$ cat config.mk
export PLATFORM = sky130hd
export DESIGN_NAME = csv_field_parser
export DESIGN_NICKNAME = d
export VERILOG_FILES = /design/src/hdl/cfp_pkg.sv /design/src/hdl/cfp_datapath.sv /design/src/hdl/cfp_ctrl.sv /design/src/hdl/csv_field_parser.sv
export VERILOG_INCLUDE_DIRS = /design/src /design/src/hdl
export SDC_FILE = /design/constraint.sdc
export NUM_CORES = 1
export LEC_CHECK = 0
export CORE_MARGIN = 8
export CORE_UTILIZATION = 55
export DETAILED_ROUTE_END_ITERATION = 10
export DONT_BUFFER_PORTS = 1
export HOLD_SLACK_MARGIN = 0.05
export PLACE_DENSITY = 0.83
export SYNTH_ARGS = -nofsm -noshare
export SYNTH_HDL_FRONTEND = slang
export SYNTH_SLANG_ARGS = --single-unit
$ cat constraint.sdc
create_clock -name clk -period 2.9 [get_ports clk]
set_input_delay 0.58 -clock clk [delete_from_list [all_inputs] [get_ports clk]]
set_output_delay 0.58 -clock clk [all_outputs]
set_load 0.1 [all_outputs]
$ cat src/hdl/assert_macros.svh
// Assertion macros of the CSV field parser, used by its datapath.
`ifndef ASSERT_MACROS_SVH
`define ASSERT_MACROS_SVH

`ifndef NO_ASSERTIONS

// expr must hold at every clock edge out of reset
`define ASSERT_HOLDS(label, clk, rst_n, expr) \
    label: assert property (@(posedge clk) disable iff (!rst_n) (expr)) \
        else $error("assertion failed");

// cons must hold in the same cycle as ante
`define ASSERT_IMPLIES(label, clk, rst_n, ante, cons) \
    label: assert property (@(posedge clk) disable iff (!rst_n) (ante) |-> (cons)) \
        else $error("assertion failed");

// cons must hold in the cycle after ante
`define ASSERT_NEXT(label, clk, rst_n, ante, cons) \
    label: assert property (@(posedge clk) disable iff (!rst_n) (ante) |=> (cons)) \
        else $error("assertion failed");

`else

`define ASSERT_HOLDS(label, clk, rst_n, expr)
`define ASSERT_IMPLIES(label, clk, rst_n, ante, cons)
`define ASSERT_NEXT(label, clk, rst_n, ante, cons)

`endif

`endif

$ cat src/hdl/cfp_pkg.sv
// Package of the CSV field parser: word types, codes, command and status structs.
`default_nettype none

package cfp_pkg;

    // input word kinds
    localparam logic KIND_BYTE = 1'b0;
    localparam logic KIND_EOL  = 1'b1;

    // result word kinds
    localparam logic [1:0] OUT_DATA       = 2'd0;
    localparam logic [1:0] OUT_FIELD_END  = 2'd1;
    localparam logic [1:0] OUT_LINE_END   = 2'd2;

    // characters
    localparam logic [7:0] CH_SEMI  = 8'h3B;
    localparam logic [7:0] CH_QUOTE = 8'h22;
    localparam logic [7:0] CH_SPACE = 8'h20;
    localparam logic [7:0] CH_TAB   = 8'h09;

    localparam logic [7:0] MAX_FIELDS_RESET = 8'd16;

    typedef struct packed {
        logic       item_kind;
        logic [7:0] in_byte;
    } item_word_t;

    typedef struct packed {
        logic [1:0] out_kind;
        logic [7:0] out_byte;
        logic [7:0] field_number;
        logic       trim_overflow;
        logic       truncated;
        logic       last_result;
    } result_word_t;

    // source of the next result word
    typedef enum logic [2:0] {
        SEL_BYTE,
        SEL_RD,
        SEL_HELD,
        SEL_FEND,
        SEL_LEND
    } out_sel_t;

    typedef struct packed {
        logic     out_load;
        out_sel_t out_sel;
        logic     out_last;
        logic     len_inc;
        logic     field_end;
        logic     line_reset;
        logic     set_trunc;
        logic     set_ovf;
        logic     pend_push;
        logic     pend_rotate;
        logic     flush_start;
        logic     flush_next;
        logic     pend_clear;
    } cfp_cmd_t;

    typedef struct packed {
        logic item_eol;
        logic byte_ws;
        logic byte_quote;
        logic byte_semi;
        logic field_limit;
        logic len_full;
        logic len_last;
        logic pend_full;
        logic pend_empty;
        logic flush_more;
        logic held_valid;
        logic out_free;
    } cfp_status_t;

endpackage

`default_nettype wire

$ cat src/hdl/cfp_datapath.sv
// Datapath of the CSV field parser: counters, pending whitespace store, output register.
`default_nettype none
`include "assert_macros.svh"

module cfp_datapath #(
    parameter int PENDING_DEPTH = 16,
    parameter int FIELD_BYTES   = 2048
) (
    input  wire logic                  clk,
    input  wire logic                  rst_n,
    input  wire cfp_pkg::item_word_t   item_data,
    input  wire logic                  cfg_valid,
    input  wire logic [7:0]            cfg_data,
    input  wire cfp_pkg::cfp_cmd_t     cmd,
    output      cfp_pkg::cfp_status_t  sts,
    output      logic                  result_valid,
    input  wire logic                  result_ready,
    output      cfp_pkg::result_word_t result_data
);
    import cfp_pkg::*;

    localparam int PTR_W = (PENDING_DEPTH > 1) ? $clog2(PENDING_DEPTH) : 1;
    localparam int CNT_W = $clog2(PENDING_DEPTH + 1);
    localparam int SUM_W = CNT_W + 1;
    localparam int LEN_W = $clog2(FIELD_BYTES);
    localparam logic [LEN_W-1:0] LIMIT    = LEN_W'(FIELD_BYTES - 1);
    localparam logic [LEN_W-1:0] LIMIT_M1 = LEN_W'(FIELD_BYTES - 2);
    localparam logic [PTR_W-1:0] PTR_LAST = PTR_W'(PENDING_DEPTH - 1);
    localparam logic [CNT_W-1:0] CNT_FULL = CNT_W'(PENDING_DEPTH);

    logic [7:0]       max_fields_reg, max_fields_next;
    logic [7:0]       field_count_reg, field_count_next;
    logic [LEN_W-1:0] len_reg, len_next;
    logic [PTR_W-1:0] head_reg, head_next;
    logic [CNT_W-1:0] count_reg, count_next;
    logic [CNT_W-1:0] remain_reg, remain_next;
    logic             held_valid_reg, held_valid_next;
    logic             ovf_reg, ovf_next;
    logic             trunc_reg, trunc_next;
    logic             out_valid_reg, out_valid_next;
    logic [7:0]       held_reg;
    logic [7:0]       rd_reg;
    result_word_t     out_word_reg, out_word_next;

    logic [7:0]       pend_mem [PENDING_DEPTH];
    logic [SUM_W-1:0] wr_sum;
    logic [PTR_W-1:0] wr_addr;
    logic [PTR_W-1:0] head_inc;
    logic             pend_wr;
    logic             pend_rd;
    logic             out_free;
    logic [7:0]       in_byte;

    assign in_byte  = item_data.in_byte;
    assign out_free = !out_valid_reg || result_ready;

    // write slot is head + count, wrapped into the store
    always_comb
    begin
        wr_sum = SUM_W'(head_reg) + SUM_W'(count_reg);
        if (wr_sum >= SUM_W'(PENDING_DEPTH))
        begin
            wr_sum = wr_sum - SUM_W'(PENDING_DEPTH);
        end
        wr_addr  = wr_sum[PTR_W-1:0];
        head_inc = (head_reg == PTR_LAST) ? '0 : head_reg + 1'b1;
    end

    assign pend_wr = cmd.pend_push || cmd.pend_rotate;
    assign pend_rd = cmd.pend_rotate || cmd.flush_start || cmd.flush_next;

    always_comb
    begin
        sts.item_eol    = (item_data.item_kind == KIND_EOL);
        sts.byte_ws     = (in_byte == CH_SPACE) || (in_byte == CH_TAB);
        sts.byte_quote  = (in_byte == CH_QUOTE);
        sts.byte_semi   = (in_byte == CH_SEMI);
        sts.field_limit = (field_count_reg >= max_fields_reg);
        sts.len_full    = (len_reg == LIMIT);
        sts.len_last    = (len_reg == LIMIT_M1);
        sts.pend_full   = (count_reg == CNT_FULL);
        sts.pend_empty  = (count_reg == '0);
        sts.flush_more  = (remain_reg > CNT_W'(1));
        sts.held_valid  = held_valid_reg;
        sts.out_free    = out_free;
    end

    always_comb
    begin
        max_fields_next  = cfg_valid ? cfg_data : max_fields_reg;
        field_count_next = field_count_reg;
        len_next         = len_reg;
        head_next        = head_reg;
        count_next       = count_reg;
        remain_next      = remain_reg;
        held_valid_next  = held_valid_reg;
        ovf_next         = ovf_reg;
        trunc_next       = trunc_reg;

        if (cmd.len_inc)
        begin
            len_next = len_reg + 1'b1;
        end
        if (cmd.set_trunc)
        begin
            trunc_next = 1'b1;
        end
        if (cmd.set_ovf)
        begin
            ovf_next = 1'b1;
        end
        if (cmd.pend_push)
        begin
            count_next = count_reg + 1'b1;
        end
        if (cmd.pend_clear)
        begin
            count_next = '0;
        end
        if (cmd.pend_rotate)
        begin
            head_next       = head_inc;
            remain_next     = CNT_W'(1);
            held_valid_next = 1'b0;
        end
        if (cmd.flush_start)
        begin
            head_next       = head_inc;
            remain_next     = count_reg;
            count_next      = '0;
            held_valid_next = 1'b1;
        end
        if (cmd.flush_next)
        begin
            head_next   = head_inc;
            remain_next = remain_reg - 1'b1;
        end
        if (cmd.field_end || cmd.line_reset)
        begin
            field_count_next = cmd.line_reset ? 8'd0 : field_count_reg + 8'd1;
            len_next         = '0;
            count_next       = '0;
            ovf_next         = 1'b0;
            trunc_next       = 1'b0;
        end
    end

    // result word
    always_comb
    begin
        out_word_next = '0;
        out_word_next.field_number = field_count_reg;
        out_word_next.last_result  = cmd.out_last;
        case (cmd.out_sel)
            SEL_BYTE:
            begin
                out_word_next.out_kind = OUT_DATA;
                out_word_next.out_byte = in_byte;
            end
            SEL_RD:
            begin
                out_word_next.out_kind = OUT_DATA;
                out_word_next.out_byte = rd_reg;
            end
            SEL_HELD:
            begin
                out_word_next.out_kind = OUT_DATA;
                out_word_next.out_byte = held_reg;
            end
            SEL_FEND:
            begin
                out_word_next.out_kind      = OUT_FIELD_END;
                out_word_next.trim_overflow = ovf_reg;
                out_word_next.truncated     = trunc_reg;
            end
            SEL_LEND:
            begin
                out_word_next.out_kind = OUT_LINE_END;
            end
            default:
            begin
                out_word_next.out_kind = OUT_LINE_END;
            end
        endcase

        if (cmd.out_load)
        begin
            out_valid_next = 1'b1;
        end
        else if (result_ready)
        begin
            out_valid_next = 1'b0;
        end
        else
        begin
            out_valid_next = out_valid_reg;
        end
    end

    always_ff @(posedge clk or negedge rst_n)
    begin
        if (!rst_n)
        begin
            max_fields_reg  <= MAX_FIELDS_RESET;
            field_count_reg <= '0;
            len_reg         <= '0;
            head_reg        <= '0;
            count_reg       <= '0;
            remain_reg      <= '0;
            held_valid_reg  <= 1'b0;
            ovf_reg         <= 1'b0;
            trunc_reg       <= 1'b0;
            out_valid_reg   <= 1'b0;
        end
        else
        begin
            max_fields_reg  <= max_fields_next;
            field_count_reg <= field_count_next;
            len_reg         <= len_next;
            head_reg        <= head_next;
            count_reg       <= count_next;
            remain_reg      <= remain_next;
            held_valid_reg  <= held_valid_next;
            ovf_reg         <= ovf_next;
            trunc_reg       <= trunc_next;
            out_valid_reg   <= out_valid_next;
        end
    end

    // payload registers
    always_ff @(posedge clk)
    begin
        if (cmd.out_load)
        begin
            out_word_reg <= out_word_next;
        end
        if (cmd.flush_start)
        begin
            held_reg <= in_byte;
        end
    end

    // pending whitespace store; read is old data on a same-slot write
    always_ff @(posedge clk)
    begin
        if (pend_wr)
        begin
            pend_mem[wr_addr] <= in_byte;
        end
        if (pend_rd)
        begin
            rd_reg <= pend_mem[head_reg];
        end
    end

    assign result_valid = out_valid_reg;
    assign result_data  = out_word_reg;

    `ASSERT_HOLDS(a_count_bound, clk, rst_n, count_reg <= CNT_FULL)
    `ASSERT_HOLDS(a_len_bound, clk, rst_n, len_reg <= LIMIT)
    `ASSERT_IMPLIES(a_load_free, clk, rst_n, cmd.out_load, out_free)
    `ASSERT_IMPLIES(a_held_room, clk, rst_n, cmd.out_load && cmd.out_sel == SEL_HELD, !sts.len_full)
    `ASSERT_NEXT(a_field_clear, clk, rst_n, cmd.field_end, count_reg == '0 && len_reg == '0)

endmodule

`default_nettype wire

$ cat src/hdl/cfp_ctrl.sv
// Controller of the CSV field parser: parse mode and flush sequencing.
`default_nettype none

module cfp_ctrl (
    input  wire logic                 clk,
    input  wire logic                 rst_n,
    input  wire logic                 item_valid,
    output      logic                 item_ready,
    input  wire cfp_pkg::cfp_status_t sts,
    output      cfp_pkg::cfp_cmd_t    cmd
);
    import cfp_pkg::*;

    typedef enum logic [1:0] {
        ST_RUN,
        ST_FLUSH,
        ST_HELD,
        ST_EOL
    } state_t;

    typedef enum logic [2:0] {
        MD_IDLE,
        MD_LEAD,
        MD_PLAIN,
        MD_QUOTED,
        MD_QEND,
        MD_SKIP
    } mode_t;

    state_t state_reg, state_next;
    mode_t  mode_reg, mode_next;
    mode_t  mode_eff;
    logic   accept;
    logic   tail_left;

    // one data byte, or a truncation mark when the field is full
    function automatic cfp_cmd_t emit_cmd(input logic len_full);
        cfp_cmd_t c;
        c = '0;
        if (len_full)
        begin
            c.set_trunc = 1'b1;
        end
        else
        begin
            c.out_load = 1'b1;
            c.out_sel  = SEL_BYTE;
            c.out_last = 1'b1;
            c.len_inc  = 1'b1;
        end
        return c;
    endfunction

    function automatic cfp_cmd_t fend_cmd();
        cfp_cmd_t c;
        c = '0;
        c.out_load  = 1'b1;
        c.out_sel   = SEL_FEND;
        c.out_last  = 1'b1;
        c.field_end = 1'b1;
        return c;
    endfunction

    assign item_ready = (state_reg == ST_RUN) && sts.out_free;
    assign accept     = item_valid && item_ready;
    assign tail_left  = sts.flush_more || sts.held_valid;

    always_comb
    begin
        cmd        = '0;
        state_next = state_reg;
        mode_next  = mode_reg;
        mode_eff   = mode_reg;

        case (state_reg)
            ST_RUN:
            begin
                if (accept && sts.item_eol)
                begin
                    mode_next    = MD_IDLE;
                    cmd.out_load = 1'b1;
                    if (mode_reg != MD_IDLE)
                    begin
                        cmd.out_sel   = SEL_FEND;
                        cmd.field_end = 1'b1;
                        state_next    = ST_EOL;
                    end
                    else
                    begin
                        cmd.out_sel    = SEL_LEND;
                        cmd.out_last   = 1'b1;
                        cmd.line_reset = 1'b1;
                    end
                end
                else if (accept)
                begin
                    if (mode_reg == MD_IDLE)
                    begin
                        mode_eff = sts.field_limit ? MD_IDLE : MD_LEAD;
                    end
                    mode_next = mode_eff;
                    case (mode_eff)
                        MD_LEAD:
                        begin
                            if (sts.byte_ws)
                            begin
                                mode_next = MD_LEAD;
                            end
                            else if (sts.byte_quote)
                            begin
                                mode_next = MD_QUOTED;
                            end
                            else if (sts.byte_semi)
                            begin
                                cmd       = fend_cmd();
                                mode_next = MD_IDLE;
                            end
                            else
                            begin
                                cmd       = emit_cmd(sts.len_full);
                                mode_next = MD_PLAIN;
                            end
                        end
                        MD_PLAIN:
                        begin
                            if (sts.byte_ws && sts.pend_full)
                            begin
                                // full store: oldest byte goes out, new one takes its slot
                                cmd.pend_rotate = 1'b1;
                                cmd.set_ovf     = 1'b1;
                                if (sts.len_full)
                                begin
                                    cmd.set_trunc = 1'b1;
                                end
                                else
                                begin
                                    state_next = ST_FLUSH;
                                end
                            end
                            else if (sts.byte_ws)
                            begin
                                cmd.pend_push = 1'b1;
                            end
                            else if (sts.byte_semi)
                            begin
                                cmd       = fend_cmd();
                                mode_next = MD_IDLE;
                            end
                            else if (sts.pend_empty)
                            begin
                                cmd = emit_cmd(sts.len_full);
                            end
                            else if (sts.len_full)
                            begin
                                cmd.set_trunc  = 1'b1;
                                cmd.pend_clear = 1'b1;
                            end
                            else
                            begin
                                cmd.flush_start = 1'b1;
                                state_next      = ST_FLUSH;
                            end
                        end
                        MD_QUOTED:
                        begin
                            if (sts.byte_quote)
                            begin
                                mode_next = MD_QEND;
                            end
                            else
                            begin
                                cmd = emit_cmd(sts.len_full);
                            end
                        end
                        MD_QEND:
                        begin
                            if (sts.byte_quote)
                            begin
                                cmd       = emit_cmd(sts.len_full);
                                mode_next = MD_QUOTED;
                            end
                            else if (sts.byte_semi)
                            begin
                                cmd       = fend_cmd();
                                mode_next = MD_IDLE;
                            end
                            else
                            begin
                                mode_next = MD_SKIP;
                            end
                        end
                        MD_SKIP:
                        begin
                            if (sts.byte_semi)
                            begin
                                cmd       = fend_cmd();
                                mode_next = MD_IDLE;
                            end
                        end
                        default:
                        begin
                            mode_next = MD_IDLE;
                        end
                    endcase
                end
            end
            ST_FLUSH:
            begin
                if (sts.out_free)
                begin
                    cmd.out_load = 1'b1;
                    cmd.out_sel  = SEL_RD;
                    cmd.len_inc  = 1'b1;
                    cmd.out_last = !tail_left || sts.len_last;
                    if (sts.len_last && tail_left)
                    begin
                        // length limit reached: the rest is dropped
                        cmd.set_trunc = 1'b1;
                        state_next    = ST_RUN;
                    end
                    else if (sts.flush_more)
                    begin
                        cmd.flush_next = 1'b1;
                    end
                    else if (sts.held_valid)
                    begin
                        state_next = ST_HELD;
                    end
                    else
                    begin
                        state_next = ST_RUN;
                    end
                end
            end
            ST_HELD:
            begin
                if (sts.out_free)
                begin
                    cmd.out_load = 1'b1;
                    cmd.out_sel  = SEL_HELD;
                    cmd.out_last = 1'b1;
                    cmd.len_inc  = 1'b1;
                    state_next   = ST_RUN;
                end
            end
            ST_EOL:
            begin
                if (sts.out_free)
                begin
                    cmd.out_load   = 1'b1;
                    cmd.out_sel    = SEL_LEND;
                    cmd.out_last   = 1'b1;
                    cmd.line_reset = 1'b1;
                    state_next     = ST_RUN;
                end
            end
            default:
            begin
                state_next = ST_RUN;
            end
        endcase
    end

    always_ff @(posedge clk or negedge rst_n)
    begin
        if (!rst_n)
        begin
            state_reg <= ST_RUN;
            mode_reg  <= MD_IDLE;
        end
        else
        begin
            state_reg <= state_next;
            mode_reg  <= mode_next;
        end
    end

endmodule

`default_nettype wire

$ cat src/hdl/csv_field_parser.sv
// Top level of the CSV field parser: controller and datapath joined.
`default_nettype none

// Splits one text line, fed one byte word at a time, into fields separated by
// ';', with leading whitespace skipped, quoted fields ("" stands for one quote),
// and trailing whitespace of unquoted fields trimmed through a pending store of
// PENDING_DEPTH bytes. Each input word is followed by zero or more result words;
// last_result marks the final one. Rate: one input word per cycle in the common
// case, while the output is free. Pending whitespace released by a non-whitespace
// byte leaves, after that byte is accepted, one byte per cycle while the output
// is free, through the single read port of the pending store and the single
// output register; the releasing byte follows. An overflowing whitespace byte
// sends the oldest byte out unless the field is full; an end of line in an open
// field gives a field end, then a line end. The pending store needs no clearing
// pass after reset: only slots written in the current field are read. Write
// max_fields through the cfg channel only while idle; the block does not enforce
// it. cfg is always ready. Field data saturates at FIELD_BYTES-1 bytes per field.

module csv_field_parser #(
    parameter int PENDING_DEPTH = 16,
    parameter int FIELD_BYTES   = 2048
) (
    input  wire logic                  clk,
    input  wire logic                  rst_n,
    // input words
    input  wire logic                  item_valid,
    output      logic                  item_ready,
    input  wire cfp_pkg::item_word_t   item_data,
    // result words
    output      logic                  result_valid,
    input  wire logic                  result_ready,
    output      cfp_pkg::result_word_t result_data,
    // max_fields register write
    input  wire logic                  cfg_valid,
    output      logic                  cfg_ready,
    input  wire logic [7:0]            cfg_data
);
    import cfp_pkg::*;

    cfp_cmd_t    cmd;
    cfp_status_t sts;

    // register write never stalls
    assign cfg_ready = 1'b1;

    // Controller: parse mode per byte, plus the flush sequence that drains
    // pending whitespace ahead of the byte that released it.
    cfp_ctrl u_ctrl (
        .clk        (clk),
        .rst_n      (rst_n),
        .item_valid (item_valid),
        .item_ready (item_ready),
        .sts        (sts),
        .cmd        (cmd)
    );

    // Datapath: field counters, pending store, output register.
    cfp_datapath #(
        .PENDING_DEPTH (PENDING_DEPTH),
        .FIELD_BYTES   (FIELD_BYTES)
    ) u_datapath (
        .clk          (clk),
        .rst_n        (rst_n),
        .item_data    (item_data),
        .cfg_valid    (cfg_valid),
        .cfg_data     (cfg_data),
        .cmd          (cmd),
        .sts          (sts),
        .result_valid (result_valid),
        .result_ready (result_ready),
        .result_data  (result_data)
    );

endmodule

`default_nettype wire
Word level (Yosys, flattened, before mapping)
Memory sizes are Yosys's and may differ from the RTL's. A register that Yosys moved wholly into a read port is not among the register bits.
Index checks and enable logic that the tools add are counted.
{"block": "totals", "register_bits": 79, "ram_bits": 128, "output_inout_bits": 24, "mem_count": 1}
{"name": "u_datapath.pend_mem", "words": 16, "word_bits": 8, "rd": 1, "rd_ports_with_merged_regs": 1, "wr": 1, "line": "cfp_datapath.sv:45", "source": "logic [7:0] pend_mem [PENDING_DEPTH];"}
{"block": "classes", "n_addsub": 7, "n_lt_le_gt_ge": 3, "eq_ne": 28, "mux": 112, "reduce_logical": 32}
{"cell": "15-bit 2-to-1 mux", "n": 14}
{"cell": "15-bit case mux with 5 select lines", "n": 1}
{"cell": "3-bit 2-to-1 mux", "n": 16}
{"cell": "5-bit 2-to-1 mux", "n": 9}
{"cell": "2-bit 2-to-1 mux", "n": 17}
{"cell": "1-bit 2-to-1 mux", "n": 29}
{"cell": "4-bit 2-to-1 mux", "n": 7}
{"cell": "8-bit by 6-bit == test with 1-bit output (second input constant)", "n": 3}
{"cell": "8-bit 2-to-1 mux", "n": 3}
{"cell": "8-bit case mux with 3 select lines", "n": 1}
{"cell": "11-bit == test (second input constant)", "n": 2}
{"cell": "11-bit 2-to-1 mux", "n": 2}
{"cell": "5-bit case mux with 4 select lines", "n": 1}
{"cell": "6-bit 2-to-1 mux", "n": 3}
{"cell": "3-bit case mux with 5 select lines", "n": 1}
{"cell": "3-bit by 2-bit == test with 1-bit output (second input constant)", "n": 4}
{"cell": "4-bit inequality test (second input constant)", "n": 3}
{"cell": "2-bit nonzero test", "n": 6}
{"cell": "11-bit by 1-bit adder with 11-bit output (second input constant)", "n": 1}
{"cell": "10-bit 2-to-1 mux", "n": 1}
{"cell": "3-bit inequality test (second input constant)", "n": 3}
{"cell": "9-bit AND reduction", "n": 1}
{"cell": "8-bit by 1-bit adder with 8-bit output (second input constant)", "n": 1}
{"cell": "8-bit by 4-bit == test with 1-bit output (second input constant)", "n": 1}
{"cell": "other kinds (32)", "n": 52}

Logic depth before layout (Yosys ltp)
Gate-level depths: netlist (run 1).
{"block": "depth", "depth_word": 22, "ltp_mapped": 12}

Hierarchy
A second synthesis (run 1) with hierarchy kept.
{"block": "unflattened", "hier_cells": 714, "area_unflattened_um2": 9673.0}
{"module": "cfp_datapath", "instances": 1, "cells_per_inst": 594, "area_each_um2": 8877.3, "seq_area_each_um2": 6082.1}
{"module": "cfp_ctrl", "instances": 1, "cells_per_inst": 118, "area_each_um2": 784.5, "seq_area_each_um2": 125.1}
{"module": "csv_field_parser", "instances": 1, "cells_per_inst": 2, "area_each_um2": 11.3, "seq_area_each_um2": 0.0}

Worst setup path after synthesis (run 1)
Ideal clock, no wire load.
{"block": "synth_path", "kind": "input port to flip-flop", "startpoint": "in item_data[2] in the netlist's numbering", "endpoint": "reg u_datapath.out_word_reg, in the netlist u_datapath.result_data[0], enable pin", "setup_time_ns": 0.467, "t_arrival_ns": 2.655, "t_required_ns": 2.433, "slack_ns": -0.222, "cell_stages": 7, "n_path_buf": 0, "cell_sequence": "or4_4 -> nor4b_4 -> mux2_4 -> a211oi_1 -> o22ai_1 -> nand4b_1 -> o211ai_1"}
{"element": "start, declared", "line": "csv_field_parser.sv:28", "source": "input wire cfp_pkg::item_word_t item_data,"}
{"element": "end signal, assigned", "line": "cfp_datapath.sv:235", "source": "out_word_reg <= out_word_next;"}
{"element": "end, declared", "line": "cfp_datapath.sv:43", "source": "result_word_t out_word_reg, out_word_next;"}

==> results.py, run 1 <==
metrics = {
    "status": {
        "status": "finished clean",
    },
    "setup_path": {
        "worst_ep_arrival_time_ns": 3.04,
        "path_class": "flop to flop",
        "crit_required_ns": 3.11,
        "crit_path_start_kind": "flop",
        "worstPathMaxFanout": 10,
        "end_kind": "flop",
    },
    "global_route": {
        "grt_max_degree": 53,
        "first_global_vias": 6740,
        "track_usage_pct": 21.1,
        "grt_pass1_wl_um": 37300,
        "antenna_found_initial": 0,
        "gr-total-overflow": 0,
    },
    "clock_network": {
        "clock_path_buffers": 3,
        "clk_pin_slew_worst_paths_ns": 0.07,
        "cts_tree": "done",
        "cts.htree.levels": 1,
        "clk_latency_ns": 0.51,
        "cts_buffers": 21,
        "clk_root_buffer_cell": "clkbuf_16",
        "cts_num_sinks": 215,
    },
    "drt": {
        "detail-route-antenna-nets": 0,
        "wl_um": 23800,
        "route.detailed.wl_per_inst_um": 22.5,
        "drc": 0,
        "first_iter_violations": 837,
        "dr.pass1.iters": 6,
        "dr_total_vias": 6919,
        "vias_per_cell": 6.56,
    },
    "timing": {
        "fin_crit_sh_pct": 97.6,
        "relSlewSlack_pct": 35.5,
        "finalClockSkew_ns": 0.0188,
        "fin_crit_ns": 2.83,
        "finalHoldViolations": 0,
        "finalSetupViolations": 0,
        "fmax_mhz": 353,
        "tightest_slew_ns": 0.970,
        "slew_violations": 0,
        "postLayoutSetupSlackWorst_ns": 0.0684,
    },
    "logic_synthesis": {
        "synth-edff-count": 165,
        "syn_inst": 756,
        "seq_area_frac_synth_pct": 62.8,
        "ys_seq_elements": 215,
        "synth_flop_cell": "edfxtp_1",
        "syn_nets": 803,
        "synth_area_per_cell_um2": 13.1,
        "synth.distinct_cells": 78,
        "yosysWarnings": 0,
        "synth_area_um2": 9890,
        "async_flop_share_pct": 23.3,
    },
    "min_path": {
        "hp-class": "primary input to flop",
    },
    "placement": {
        "place.port_buffers": 0,
        "dp_slack_ns": -0.180,
        "dp.cells": 1011,
        "gp_congestion": 0.933,
        "place_hpwl_um": 15300,
    },
    "die": {
        "core_area_um2": 17800,
        "ios": 46,
        "die_w_um": 150,
        "rows": 49,
        "die-area_um2": 22500,
        "die_h_um": 150,
        "start_util_pct": 55.6,
    },
    "finish": {
        "areaGrowthSynthToFinish_pct": 14.7,
        "final_nets": 858,
        "antenna_cells": 0,
        "drive_above_1_share_pct": 17.7,
        "largest_reg_flops": 128,
        "stdcell_count": 1055,
    },
    "power_and_ir_drop": {
        "fin_total_pwr_mw": 10.9,
        "power.density_nw_per_um2": 960,
        "power.leakage_nw": 4.20,
        "max-vdd-ir-drop_mv": 0.838,
    },
    "flow_run": {
        "cap_violations": 0,
    },
}
## stage by stage
step	instance area [um2]	util, %	hold WS [ns]	TNS [ns]
after global routing	11300	63.8	0.150	-0.976
after floorplan	9890	-	0.284	-3.88
after global placement	10500	59.0	0.287	0
final	11300	63.8	0.164	0
after CTS	11300	63.4	0.157	0
after detailed placement	10500	59.0	0.287	-1.62
## cell type report
| class | instances | area [um2] |
|---|---|---|
| fill | 1197 | 6440 |
| sequential | 215 | 6210 |
| inverter | 21 | 78.8 |
| tap | 229 | 287 |
| clock buffer | 26 | 564 |
| multi-input combinational | 488 | 3510 |
| timing repair buffer | 64 | 541 |
| clock inverter | 12 | 153 |
## placed cells by master, fill, tap and decap left out, types with 4 or more instances in the layout
cell type  synthesis  layout
inv_1             20      19
xor2_1             5       5
ha_1              24      24
nand2b_1           7       7
and3_1             7       7
a2111o_1           7       7
and2_1            10      10
xnor2_1            6       6
a22oi_1           16      15
edfxtp_1         165     165
nor2_1            45      45
a221oi_1           8       8
nand2_1           83      83
nand4b_1           4       4
mux2_2             8       8
mux4_2            16      16
o21ai_1            8       8
nor3_1            11      10
clkinv_2           0       4
clkbuf_16          0      22
o21ai_0           55      55
o211ai_1           7       7
dfrtp_1           49      48
nand3_1           21      20
a211o_1            4       4
a21oi_1           37      37
mux2i_1           28      28
buf_4              1      58
nand4_1            6       6
## per-layer routing
layer	vias up	wire [um]	track usage (%)
met5	-	0	0
met4	0	798	7.45
met3	73	2150	3.93
met2	424	11600	34.7
met1	3413	9230	27.7
li1	3009	-	-
## cells by family (layout without fill, tap and decap cells)
logic type,Yosys count,in the layout,share of synthesized area (%)
AOI/OAI and AO/OA,176,176,11.8
xor gates and xnor gates,11,11,0.975
adders and majority gates,25,25,3.24
buffers and inverters,53,123,2.27
DFF,215,215,62.8
muxes,53,53,7.54
other,1,1,0.0379
and+or+nand+nor,222,222,11.4
## synthesized netlist by cell type, types with 3 or more instances
master,n,area (um2)
mux4_2,16,360
ha_1,24,300
mux2i_1,28,280
nand4b_1,4,35.0
o21ai_0,55,275
a211o_1,4,35.0
edfxtp_1,165,4950
o211ai_1,7,52.6
inv_1,20,75.1
a21o_1,3,22.5
nand3_1,21,105
or3_1,4,25.0
mux2_2,8,90.1
a21oi_1,37,185
a2111o_1,7,78.8
nor3_1,11,55.1
a31oi_1,3,18.8
xnor2_1,6,52.6
dfrtp_1,49,1230
nor2_1,45,169
xor2_1,5,43.8
nand4_1,6,37.5
and3_1,7,43.8
a22oi_1,16,120
buf_1,6,22.5
a221oi_1,8,70.1
nand2b_1,7,43.8
and2_1,10,62.6
o21ai_1,8,40.0
o2111ai_1,3,26.3
clkbuf_1,18,67.6
buf_2,4,20.0
nor2b_1,3,18.8
nand2_1,83,312
## repair_timing
| item | CTS | global route |
|---|---|---|
| gates resized for setup | 4 | 6 |
| setup buffers | 0 | 2 |
| setup endpoints to repair | 45 | 40 |
| pin swaps | 0 | 7 |
| endpoints found under the hold margin | 50 | 0 |
| hold buffers | 2 | 0 |
| gates cloned | 0 | 2 |
## path summary, 6_finish.rpt
kind                                          startpoint                           end  slack (ns)  cells after the start
min in group asynchronous                          rst_n        u_datapath.head_reg[3]        0.62                      2
min                                         item_data[7]     u_datapath.pend_mem[5][7]        0.16                      0
min reg2reg                     u_datapath.remain_reg[3]      u_datapath.remain_reg[3]        0.51                      2
max in group asynchronous                          rst_n  u_datapath.max_fields_reg[4]        1.99                      2
max                        u_datapath.field_count_reg[0]     u_datapath.result_data[8]        0.07                     11
max reg2reg                u_datapath.field_count_reg[0]     u_datapath.result_data[8]        0.07                     11
## worst max-delay path, cell delays in order (launching register included)
cell      delay, ns
dfrtp_1        0.36
inv_2          0.06
ha_1           0.28
nand2b_4       0.13
a2111o_1       0.42
a22oi_2        0.31
a211oi_2       0.13
o22ai_2        0.22
nand4b_1       0.17
o211ai_1       0.13
buf_4          0.18
buf_6          0.15
## power breakdown
part	leakage, nW	internal [mW]	switching (mW)	total (mW)
clock network	0.352	1.66	1.16	2.82
registers	2.16	3.76	1.33	5.09
logic	1.69	1.19	1.79	2.98
total	4.20	6.62	4.28	10.9
(Power assumes the default switching activity.)
==> run 2: changes to the inputs <==
--- a/constraint.sdc
+++ b/constraint.sdc
@@ -3,2 +3,2 @@
 set_output_delay 0.58 -clock clk [all_outputs]
-set_load 0.1 [all_outputs]
+set_load 0.01 [all_outputs]
==> run 2 against run 1 <==
  * Core utilization down 1.1 points
  * Global-route usage down 0.62 points
  * Total power down 15%
  * Non-clock buffer count down 11
  * Cell area down 1.7%
  * Routed wire length down 3.5%
  * Maximum frequency up 1.7%
  * Critical endpoint is now u_datapath.field_count_reg[5]
==> results.py, run 2 (synthesis results as in run 1) <==
metrics = {
    "finish": {
        "largest_reg_flops": 128,
        "areaGrowthSynthToFinish_pct": 12.8,
        "layout_commonest_cell": "edfxtp_1",
        "num-fill-cells": 1216,
        "antenna_cells": 0,
        "final_nets": 847,
        "drive_above_1_share_pct": 16.0,
        "most-common-layout-cells": "edfxtp_1 (165), nand2_1 (83), o21ai_0 (55), buf_4 (49), dfrtp_1 (48)",
    },
    "timing": {
        "finalHoldViolations": 0,
        "slew_violations": 0,
        "fin_crit_sh_pct": 96.0,
        "fin_crit_ns": 2.78,
        "relSlewSlack_pct": 40.4,
        "finalSetupViolations": 0,
        "whs_ns": 0.170,
        "fmax_mhz": 359,
        "tns_ns": 0,
        "finalClockSkew_ns": 0.0161,
        "tightest_slew_ns": 0.892,
    },
    "global_route": {
        "track_usage_pct": 20.5,
        "gr-total-overflow": 0,
        "antenna_found_initial": 0,
        "grt_pass1_wl_um": 36000,
        "grt_max_degree": 53,
        "first_global_vias": 6665,
    },
    "min_path": {
        "min_from": "item_data[7]",
        "hold_path_end": "u_datapath.pend_mem[1][7]",
        "min_path_cells": 0,
        "hp-class": "primary input to flop",
    },
    "drt": {
        "dr_total_vias": 6663,
        "detail-route-antenna-nets": 0,
        "vias_per_cell": 6.38,
        "wl_um": 23000,
        "first_iter_violations": 774,
        "drc": 0,
        "dr.pass1.iters": 5,
        "route.detailed.wl_per_inst_um": 22.0,
    },
    "die": {
        "die_h_um": 150,
        "die_w_um": 150,
        "ios": 46,
        "start_util_pct": 55.6,
        "rows": 49,
        "die-area_um2": 22500,
        "core_area_um2": 17800,
    },
    "placement": {
        "place_hpwl_um": 15000,
        "place.port_buffers": 0,
        "gp_congestion": 0.986,
    },
    "setup_path": {
        "worst_ep_arrival_time_ns": 3.20,
        "rrSetupSlack_ns": 0.12,
        "end_kind": "flop",
        "r2r_cells": 8,
        "worstPathMaxFanout": 8,
        "crit_required_ns": 3.31,
        "path_class": "flop to flop",
        "r2r_start": "u_datapath.field_count_reg[7]",
        "crit_path_start_kind": "flop",
        "reg2reg_to": "u_datapath.field_count_reg[5]",
    },
    "clock_network": {
        "clk_root_buffer_cell": "clkbuf_16",
        "cts_tree": "done",
        "cts.htree.levels": 1,
        "clock_path_buffers": 3,
        "clk_pin_slew_worst_paths_ns": 0.07,
        "cts_buffers": 21,
        "clk_latency_ns": 0.50,
        "cts_num_sinks": 215,
    },
    "power_and_ir_drop": {
        "power.leakage_nw": 4.10,
        "power.density_nw_per_um2": 835,
        "max-vdd-ir-drop_mv": 0.539,
    },
    "flow_run": {
        "cap_violations": 0,
    },
    "status": {
        "status": "finished clean",
    },
}
-- run 2: worst max path at each step --
stage	startpoint	slack [ns]	endpoint	cells after the start
finish	u_datapath.field_count_reg[7]	0.12	u_datapath.field_count_reg[5]	8
global route	u_datapath.field_count_reg[0]	-0.03	u_datapath.result_data[16]	10
CTS	u_datapath.field_count_reg[7]	0.004	u_datapath.len_reg[3]	9
detailed placement	u_datapath.max_fields_reg[4]	-0.01	u_datapath.len_reg[2]	10
global placement	u_datapath.max_fields_reg[4]	0.06	u_datapath.len_reg[2]	10
floorplan	item_data[2]	-0.18	u_datapath.result_data[0]	7
-- run 2: power breakdown --
group	switching (mW)	leakage [nW]	internal [mW]
clock network	1.12	0.310	1.43
registers	0.323	2.16	3.75
logic	1.59	1.64	1.09
total	3.03	4.10	6.28
-- run 2: layer usage --
layer / vias up / global-route usage (%) / part of all wire, %
met5: - / 0 / 0
met4: 0 / 8.15 / 2.8
met3: 56 / 4.93 / 9.4
met2: 362 / 33.2 / 49
met1: 3261 / 26.2 / 39
li1: 2984 / - / -
-- run 2: stage by stage --
step                      utilization, %  cells  power (mW)  worst slack [ns]  cell area (um2)
after detailed placement            58.6   1002        6.72           -0.0143            10400
after floorplan                        -    756        5.91            -0.185             9890
after CTS                           62.5   1042        9.28           0.00418            11100
after global placement              58.6   1002        6.63            0.0568            10400
after global routing                62.7   1044        9.74           -0.0285            11100
final                               62.7   1044        9.31             0.116            11100
-- run 2: area by class of cell --
cell class / instances / area (um2) / share of cell area, %
clock buffers: 27 / 548 / 4.92
flip-flops and latches: 215 / 6210 / 55.7
inverters: 21 / 78.8 / 0.707
well taps: 229 / 287 / 2.57
multi-input cells: 488 / 3490 / 31.3
repair buffers: 53 / 445 / 4.00
clock inverters: 11 / 87.6 / 0.786
-- run 2: what timing repair did --
item	in CTS	in global routing
hold buffers	2	0
endpoints found under the setup margin	7	49
resized for setup	2	5
endpoints found under the hold margin	50	0
gates cloned	0	0
buffers inserted	0	2
pin swaps	1	4
-- run 2: worst max-delay path: stages (launching register included) --
cell,delay (ns)
dfrtp_1,0.42
ha_1,0.35
a21oi_2,0.23
o21ai_0,0.16
a221o_1,0.42
nor3_4,0.31
nor3_4,0.12
or4_1,0.53
a21oi_1,0.17
